===== src/hw/rtl/assert_macros.svh =====
// Assertion macros used by the top-level RTL file
`ifndef ASSERT_MACROS_SVH
`define ASSERT_MACROS_SVH

// same-cycle implication
`define ASSERT_IMPLY(lbl, clk, rst, a, b) \
  lbl: assert property (@(posedge clk) disable iff (rst) (a) |-> (b)) \
    else $error("assertion failed: implication");

// next-cycle implication
`define ASSERT_NEXT(lbl, clk, rst, a, b) \
  lbl: assert property (@(posedge clk) disable iff (rst) (a) |=> (b)) \
    else $error("assertion failed: next-cycle implication");

`endif


===== src/hw/rtl/tpta_pkg.sv =====
// Package: widths, register indexes and helpers for the track acceptance block
package tpta_pkg;
  localparam int LENGTH_BITS_DEFAULT = 20;
  localparam int LENGTH_CAP = 28;
  localparam int GAP_BITS = 16;
  localparam int REG_IDX_BITS = 3;

  typedef enum logic [REG_IDX_BITS-1:0] {
    REG_EDGE_A,
    REG_WIDTH_A,
    REG_GAP_A,
    REG_EDGE_B,
    REG_WIDTH_B,
    REG_ZBOT_B,
    REG_GAP_B,
    REG_DETECT
  } reg_idx_t;

  function automatic int len_bits(int n);
    return (n > LENGTH_CAP) ? LENGTH_CAP : n;
  endfunction

  function automatic int z_bits(int lb);
    return ((lb > GAP_BITS + 1) ? lb : GAP_BITS + 1) + 2;
  endfunction

  function automatic int p_bits(int lb);
    return lb + z_bits(lb) + 6;
  endfunction

  function automatic int cfg_bits(int n);
    return (len_bits(n) > GAP_BITS) ? len_bits(n) : GAP_BITS;
  endfunction

  function automatic int in_tdata_bits(int n);
    return ((len_bits(n) + 7) / 8) * 8;
  endfunction

  function automatic int out_tdata_bits(int n);
    return ((len_bits(n) + 6) / 8) * 8;
  endfunction
endpackage


===== src/hw/rtl/tpta_div.sv =====
// Pipelined restoring divider with round-to-nearest numerator and saturation
module tpta_div #(
  parameter int LB = tpta_pkg::len_bits(tpta_pkg::LENGTH_BITS_DEFAULT)
) (
  input  logic                            clk,
  input  logic                            rst,
  input  logic                            en,
  input  logic                            in_valid,
  input  logic [tpta_pkg::p_bits(LB)-1:0] num,
  input  logic [tpta_pkg::z_bits(LB)-1:0] den,
  input  logic                            pos,
  input  logic                            bad,
  output logic                            out_valid,
  output logic [LB-2:0]                   len,
  output logic                            out_bad
);
  localparam int ZW = tpta_pkg::z_bits(LB);
  localparam int PW = tpta_pkg::p_bits(LB);
  localparam int QW = LB - 1;

  logic [PW-1:0] rem  [QW];
  logic [ZW-1:0] dv   [QW];
  logic [QW-1:0] quo  [QW+1];
  logic          sat  [QW+1];
  logic          zero [QW+1];
  logic          bd   [QW+1];
  logic          v    [QW+1];

  // stage 0: saturation check
  always_ff @(posedge clk) begin
    if (rst) begin
      v[0] <= 1'b0;
    end else if (en) begin
      v[0] <= in_valid;
    end
    if (en) begin
      rem[0]  <= num;
      dv[0]   <= den;
      quo[0]  <= '0;
      sat[0]  <= pos && (num >= (PW'(den) << QW));
      zero[0] <= !pos;
      bd[0]   <= bad;
    end
  end

  // one quotient bit per stage, most significant first
  for (genvar j = 1; j <= QW; j++) begin : g_stage
    localparam int K = QW - j;
    logic [PW-1:0] trial;
    logic          ge;

    assign trial = PW'(dv[j-1]) << K;
    assign ge    = (rem[j-1] >= trial);

    always_ff @(posedge clk) begin
      if (rst) begin
        v[j] <= 1'b0;
      end else if (en) begin
        v[j] <= v[j-1];
      end
      if (en) begin
        quo[j]  <= {quo[j-1][QW-2:0], ge};
        sat[j]  <= sat[j-1];
        zero[j] <= zero[j-1];
        bd[j]   <= bd[j-1];
      end
    end

    if (j < QW) begin : g_rem
      always_ff @(posedge clk) begin
        if (en) begin
          rem[j] <= ge ? (rem[j-1] - trial) : rem[j-1];
          dv[j]  <= dv[j-1];
        end
      end
    end
  end

  assign out_valid = v[QW];
  assign out_bad   = bd[QW];
  assign len       = sat[QW] ? '1 : (zero[QW] ? '0 : quo[QW]);
endmodule


===== config.mk =====
export PLATFORM = sky130hd
export DESIGN_NAME = tpta_div
export DESIGN_NICKNAME = d
export VERILOG_FILES = /design/src/hw/rtl/assert_macros.svh /design/src/hw/rtl/tpta_pkg.sv /design/src/hw/rtl/tpta_div.sv
export SDC_FILE = /design/constraint.sdc
export NUM_CORES = 2
export LEC_CHECK = 0
export ABC_CLOCK_PERIOD_IN_PS = 9400
export BUFFER_PORTS_ARGS = -buffer_cell sky130_fd_sc_hd__buf_2
export CAP_MARGIN = 20
export CORE_MARGIN = 10
export CORE_UTILIZATION = 37
export DETAILED_ROUTE_END_ITERATION = 7
export PLACE_DENSITY = 0.55
export SETUP_SLACK_MARGIN = 0.2
export SLEW_MARGIN = 10
export SYNTH_ARGS = -nofsm -noshare
export SYNTH_HDL_FRONTEND = slang
export SYNTH_SLANG_ARGS = --single-unit
export TNS_END_PERCENT = 30

===== constraint.sdc =====
create_clock -name clk -period 9.4 [get_ports clk]
set_input_delay 0.47 -clock clk [delete_from_list [all_inputs] [get_ports clk]]
set_output_delay 0.47 -clock clk [all_outputs]
set_load 0.01 [all_outputs]

# After elaboration in Yosys (flattened, before gate mapping)
# Memories as Yosys holds them, arrays and structs flattened.
# Cells that the tools add are included.
[totals] n_memories=7 output_inout_bits=21 input_bits=76 ram_bits=1790 register_bits=0
[op_classes] n_addsub=18 magnitude_cmp=20 mux=46 reduce_logical=2 bitwise_logic=20
[mem_list] memory="rem" words=19 width=48 read_ports=19 rd_ports_with_merged_regs=0 wr=19 line_no="tpta_div.sv:21" rtl="logic [PW-1:0] rem [QW];"
[mem_list] memory="dv" words=19 width=22 read_ports=19 rd_ports_with_merged_regs=0 wr=19 line_no="tpta_div.sv:22" rtl="logic [ZW-1:0] dv [QW];"
[mem_list] memory="quo" words=20 width=19 read_ports=20 rd_ports_with_merged_regs=0 wr=20 line_no="tpta_div.sv:23" rtl="logic [QW-1:0] quo [QW+1];"
[mem_list] memory="bd" words=20 width=1 read_ports=20 rd_ports_with_merged_regs=0 wr=20 line_no="tpta_div.sv:26" rtl="logic bd [QW+1];"
[mem_list] memory="sat" words=20 width=1 read_ports=20 rd_ports_with_merged_regs=0 wr=20 line_no="tpta_div.sv:24" rtl="logic sat [QW+1];"
[mem_list] memory="v" words=20 width=1 read_ports=20 rd_ports_with_merged_regs=0 wr=20 line_no="tpta_div.sv:27" rtl="logic v [QW+1];"
[mem_list] memory="1 more memories"
[ops] cell="48-bit 2-to-1 mux" n=18
[ops] cell="48-bit by 22-bit greater-or-equal comparator with 1-bit output" n=1
[ops] cell="48-bit by 23-bit greater-or-equal comparator with 1-bit output" n=1
[ops] cell="48-bit by 24-bit greater-or-equal comparator with 1-bit output" n=1
[ops] cell="48-bit by 25-bit greater-or-equal comparator with 1-bit output" n=1
[ops] cell="48-bit by 26-bit greater-or-equal comparator with 1-bit output" n=1
[ops] cell="48-bit by 27-bit greater-or-equal comparator with 1-bit output" n=1
[ops] cell="48-bit by 28-bit greater-or-equal comparator with 1-bit output" n=1
[ops] cell="48-bit by 29-bit greater-or-equal comparator with 1-bit output" n=1
[ops] cell="48-bit by 30-bit greater-or-equal comparator with 1-bit output" n=1
[ops] cell="48-bit by 31-bit greater-or-equal comparator with 1-bit output" n=1
[ops] cell="48-bit by 32-bit greater-or-equal comparator with 1-bit output" n=1
[ops] cell="48-bit by 33-bit greater-or-equal comparator with 1-bit output" n=1
[ops] cell="48-bit by 34-bit greater-or-equal comparator with 1-bit output" n=1
[ops] cell="48-bit by 35-bit greater-or-equal comparator with 1-bit output" n=1
[ops] cell="48-bit by 36-bit greater-or-equal comparator with 1-bit output" n=1
[ops] cell="48-bit by 37-bit greater-or-equal comparator with 1-bit output" n=1
[ops] cell="48-bit by 38-bit greater-or-equal comparator with 1-bit output" n=1
[ops] cell="48-bit by 39-bit greater-or-equal comparator with 1-bit output" n=1
[ops] cell="48-bit by 40-bit greater-or-equal comparator with 1-bit output" n=1
[ops] cell="48-bit by 41-bit greater-or-equal comparator with 1-bit output" n=1
[ops] cell="48-bit by 23-bit subtractor with 48-bit output" n=1
[ops] cell="48-bit by 24-bit subtractor with 48-bit output" n=1
[ops] cell="48-bit by 25-bit subtractor with 48-bit output" n=1
[ops] cell="20 further kinds" n=65

# Logic depth before layout (Yosys ltp)
[depth] word_depth=4 mapped_depth=15 depth_no_buf=14

# Worst setup path before layout
# No wires, ideal clock.
[synth_path] path_kind="register to register" from="mem rem[17][1] (netlist bit)" to="mem rem[18][37] (netlist bit), data pin" stages_incl_launch_ff=15 t_arrival_ns=3.391 period_less_slack_ns=3.648 required_time_ns=9.142 setup_ns=0.258 path_slack_ns=5.752 n_path_buf=1 path_cell_list="edfxtp_1 -> inv_1 -> ha_1 -> inv_1 -> fa_1 -> a211oi_1 -> o211ai_1 -> a311oi_1 -> o21bai_1 -> a311o_1 -> a211o_1 -> or3_1 -> buf_2 -> or3_1 -> xnor2_1"
[synth_rtl] item="start: declaration" line_no="tpta_div.sv:21"

==> metrics.yaml <==
status:
  outcome: "finished clean"
routing:
  drc_errors: 0
  first_pass_iters: 6
  antenna_left: 0
  first_iter_violations: 2553
  drt_wl_total_um: 174000
  vias: 52000
  wl_per_cell_um: 17.0
  via_per_inst: 5.09
critical_path:
  cp.arrival_ps: 5000
  cp_slowest_cell: "nor4_2"
  crit_chain: "ha_1 > nand4_1 > nor4_2 > nand2_1 > a21o_1 > nand4_1 > buf_4 > nand2_1 > nor3_1 > nand3_1 > xnor2_1"
  crit_buf_inv: 1
  cp_top_family: "simple AND/OR/NAND/NOR gates"
  cp-end-kind: "register"
  cpPeakStageDelay_ps: 830
  crit_fanout: 43
  startpoint_type: "register"
  worst-setup-path-type: "register to register"
  worst_ep_required_time_ps: 9950
sta:
  fmax_mhz: 225
  layout_min_cycle_time_ps: 4440
  rsz0062_at_grt: "false"
  slew_headroom: 0.186
  clock_skew_ps: 33.2
  finalSetupViolCount: 0
  hold_viol: 0
  setup-tns-final_ps: 0
  slew_viol_final: 0
  min_period_over_period: 0.473
  tightestPinTransition_ps: 1210
  final.setup.worst_slack_ps: 4960
synthesis:
  synth_top_family_by_area: "compound AO/OA/AOI/OAI gates"
  synth_warnings: 0
  synth_edf_count: 1600
  synth.distinct_cells: 92
  synthesis.nets: 7405
  synth_top_area_share: 0.588
  netlist_area_sq_um: 81700
  synth_simple_gate_area_share: 0.115
  synthXorXnorAreaFrac: 0.0642
  ys_seq_area_frac: 0.588
  yosysTopAreaCell: "edfxtp_1"
  ys_seq_elements: 1600
  avgSynthCellArea_sq_um: 11.9
  syn_inst: 6871
  synth_flop_cell: "edfxtp_1"
  synth_compound_area_frac: 0.119
  netlist_top_cells_area: "edfxtp_1 (59%), ha_1 (6.7%), xnor2_1 (3.3%), xor2_1 (3.2%), a21oi_1 (2.7%)"
  synth_fa_ha_area_frac: 0.0718
  muxShareOfSynthArea: 0.00916
  ys_async_sr_fraction: 0
grt:
  gr-total-overflow: 0
  grt_max_degree: 184
  grt.total_usage: 0.142
  grt_pass1_wl_um: 278000
  first_global_vias: 54800
  grt_antenna_before_repair: 2
cts:
  clock-sinks: 1600
  cts_made_buffers: 180
  clock_latency_ps: 830
  root_buffer: "clkbuf_16"
  cts.clk_slew.worst_paths_ps: 60
  clock_path_buffers: 3
  h-tree-depth: 4
  cts_resized: 0
  postCtsSetupBuffers: 0
  cts_tree: "built"
  holdBufCountCts: 73
power:
  power_w: 0.0253
  worst_ir_drop_vdd_v: 0.000177
  leakage_nw: 34.6
  p_per_area_nw_per_um2: 274
die:
  die_y_um: 490
  die-area_sq_um: 240000
  rows: 172
  core_region_area_sq_um: 220000
  pin_count: 97
  die_w_um: 490
  initial_core_util: 0.372
final_layout:
  layout.cells.non_filler: 10200
  area_delta_synth_final_pct: 12.9
  fill_cells: 20200
  drive_gt1_frac: 0.0707
  num-nets-final: 7661
min_path:
  hold_class: "primary input to register"
job:
  maxCapViolCount: 0
placed_design:
  dp_slack_ps: 5020
  placed_cells: 9827
  gp_congestion: 0.936
  io_buffers: 96
  dp_hpwl_um: 129000
-- synth_stat cells (18+ instances only) --
library cell and instances:
edfxtp_1 1600, inv_1 565, nand2_1 546, a21oi_1 445
ha_1 440, o21ai_0 421, nor2_1 408, xnor2_1 304
xor2_1 295, a21o_1 200, nor3_1 153, clkbuf_1 128
nor4_1 120, nand3_1 112, nand2b_1 79, or3_1 79
nand4_1 77, o21a_1 73, mux2_2 61, a211oi_1 54
nor2b_1 54, o211ai_1 46, or4_1 44, a31oi_1 38
o31ai_1 36, and2_1 35, o21bai_1 35, and3_1 32
or2_2 27, nor4b_1 22, o31a_1 21, a2111oi_0 19
nand3b_1 19, a21boi_0 18, fa_1 18
-- through the flow --
stage	hold WS [ps]	cell area (sq um)	utilization
5_1_grt	212	92300	0.420
3_3_place_gp	400	85800	0.391
6_report	213	92300	0.420
4_1_cts	185	92200	0.420
2_1_floorplan	400	81700	-
3_5_place_dp	405	85900	0.391
-- layout make-up --
cell class / count / area [sq um] / area share
inverters: 566 / 2120 / 0.0230
flip-flops and latches: 1600 / 48000 / 0.521
clock buffers: 235 / 4710 / 0.0511
multi-input cells: 4556 / 31100 / 0.337
repair buffers: 223 / 1680 / 0.0182
diodes: 1 / 2.50 / 0.0000271
well taps: 2958 / 3700 / 0.0401
clock inverters: 79 / 927 / 0.0100
-- power by group --
part	switching, W	internal, W	leakage (nW)
clock network	0.00284	0.00388	2.72
registers	0.000784	0.00966	15.5
logic	0.00475	0.00340	16.4
-- registers in the layout, summed over array words and instances (netlist names) --
register  count
quo         190
bd           20
dv          418
zero         20
sat          20
rem         912
v            20
-- cells in the final DEF (no fill, tap or decap), types with 180 or more instances in the layout --
| cell type | instances |
|---|---|
| a21o_1 | 200 |
| a21oi_1 | 444 |
| clkbuf_16 | 180 |
| edfxtp_1 | 1600 |
| ha_1 | 440 |
| inv_1 | 565 |
| nand2_1 | 546 |
| nor2_1 | 408 |
| o21ai_0 | 420 |
| xnor2_1 | 304 |
| xor2_1 | 295 |
-- logic make-up (layout without fill, tap and decap cells) --
family	Yosys count	after routing
flops	1600	1600
mux	67	67
fa+ha+maj	458	458
simple gates	1877	1877
xor+xnor	599	599
buf+inv	715	1103
other cells	0	1
compound gates	1555	1555
-- final timing paths --
kind,from,endpoint,slack (ps),depth (start not counted)
worst max-delay path,rem[11][23],rem[12][41],4960,11
worst min-delay path,en,sat[0][0],210,1
worst max register to register,rem[11][23],rem[12][41],4960,11
worst min register to register,quo[16][12],quo[17][13],410,0
-- routing by layer --
metal  GRT usage  part of all wire  vias to the layer above
met5           0                 0                        -
met4      0.0860             0.065                        0
met3      0.0236             0.032                      575
met2       0.282              0.54                     1085
met1       0.135              0.36                    24400
li1            -                 -                    25900
Power figures use the tool's default switching activity.
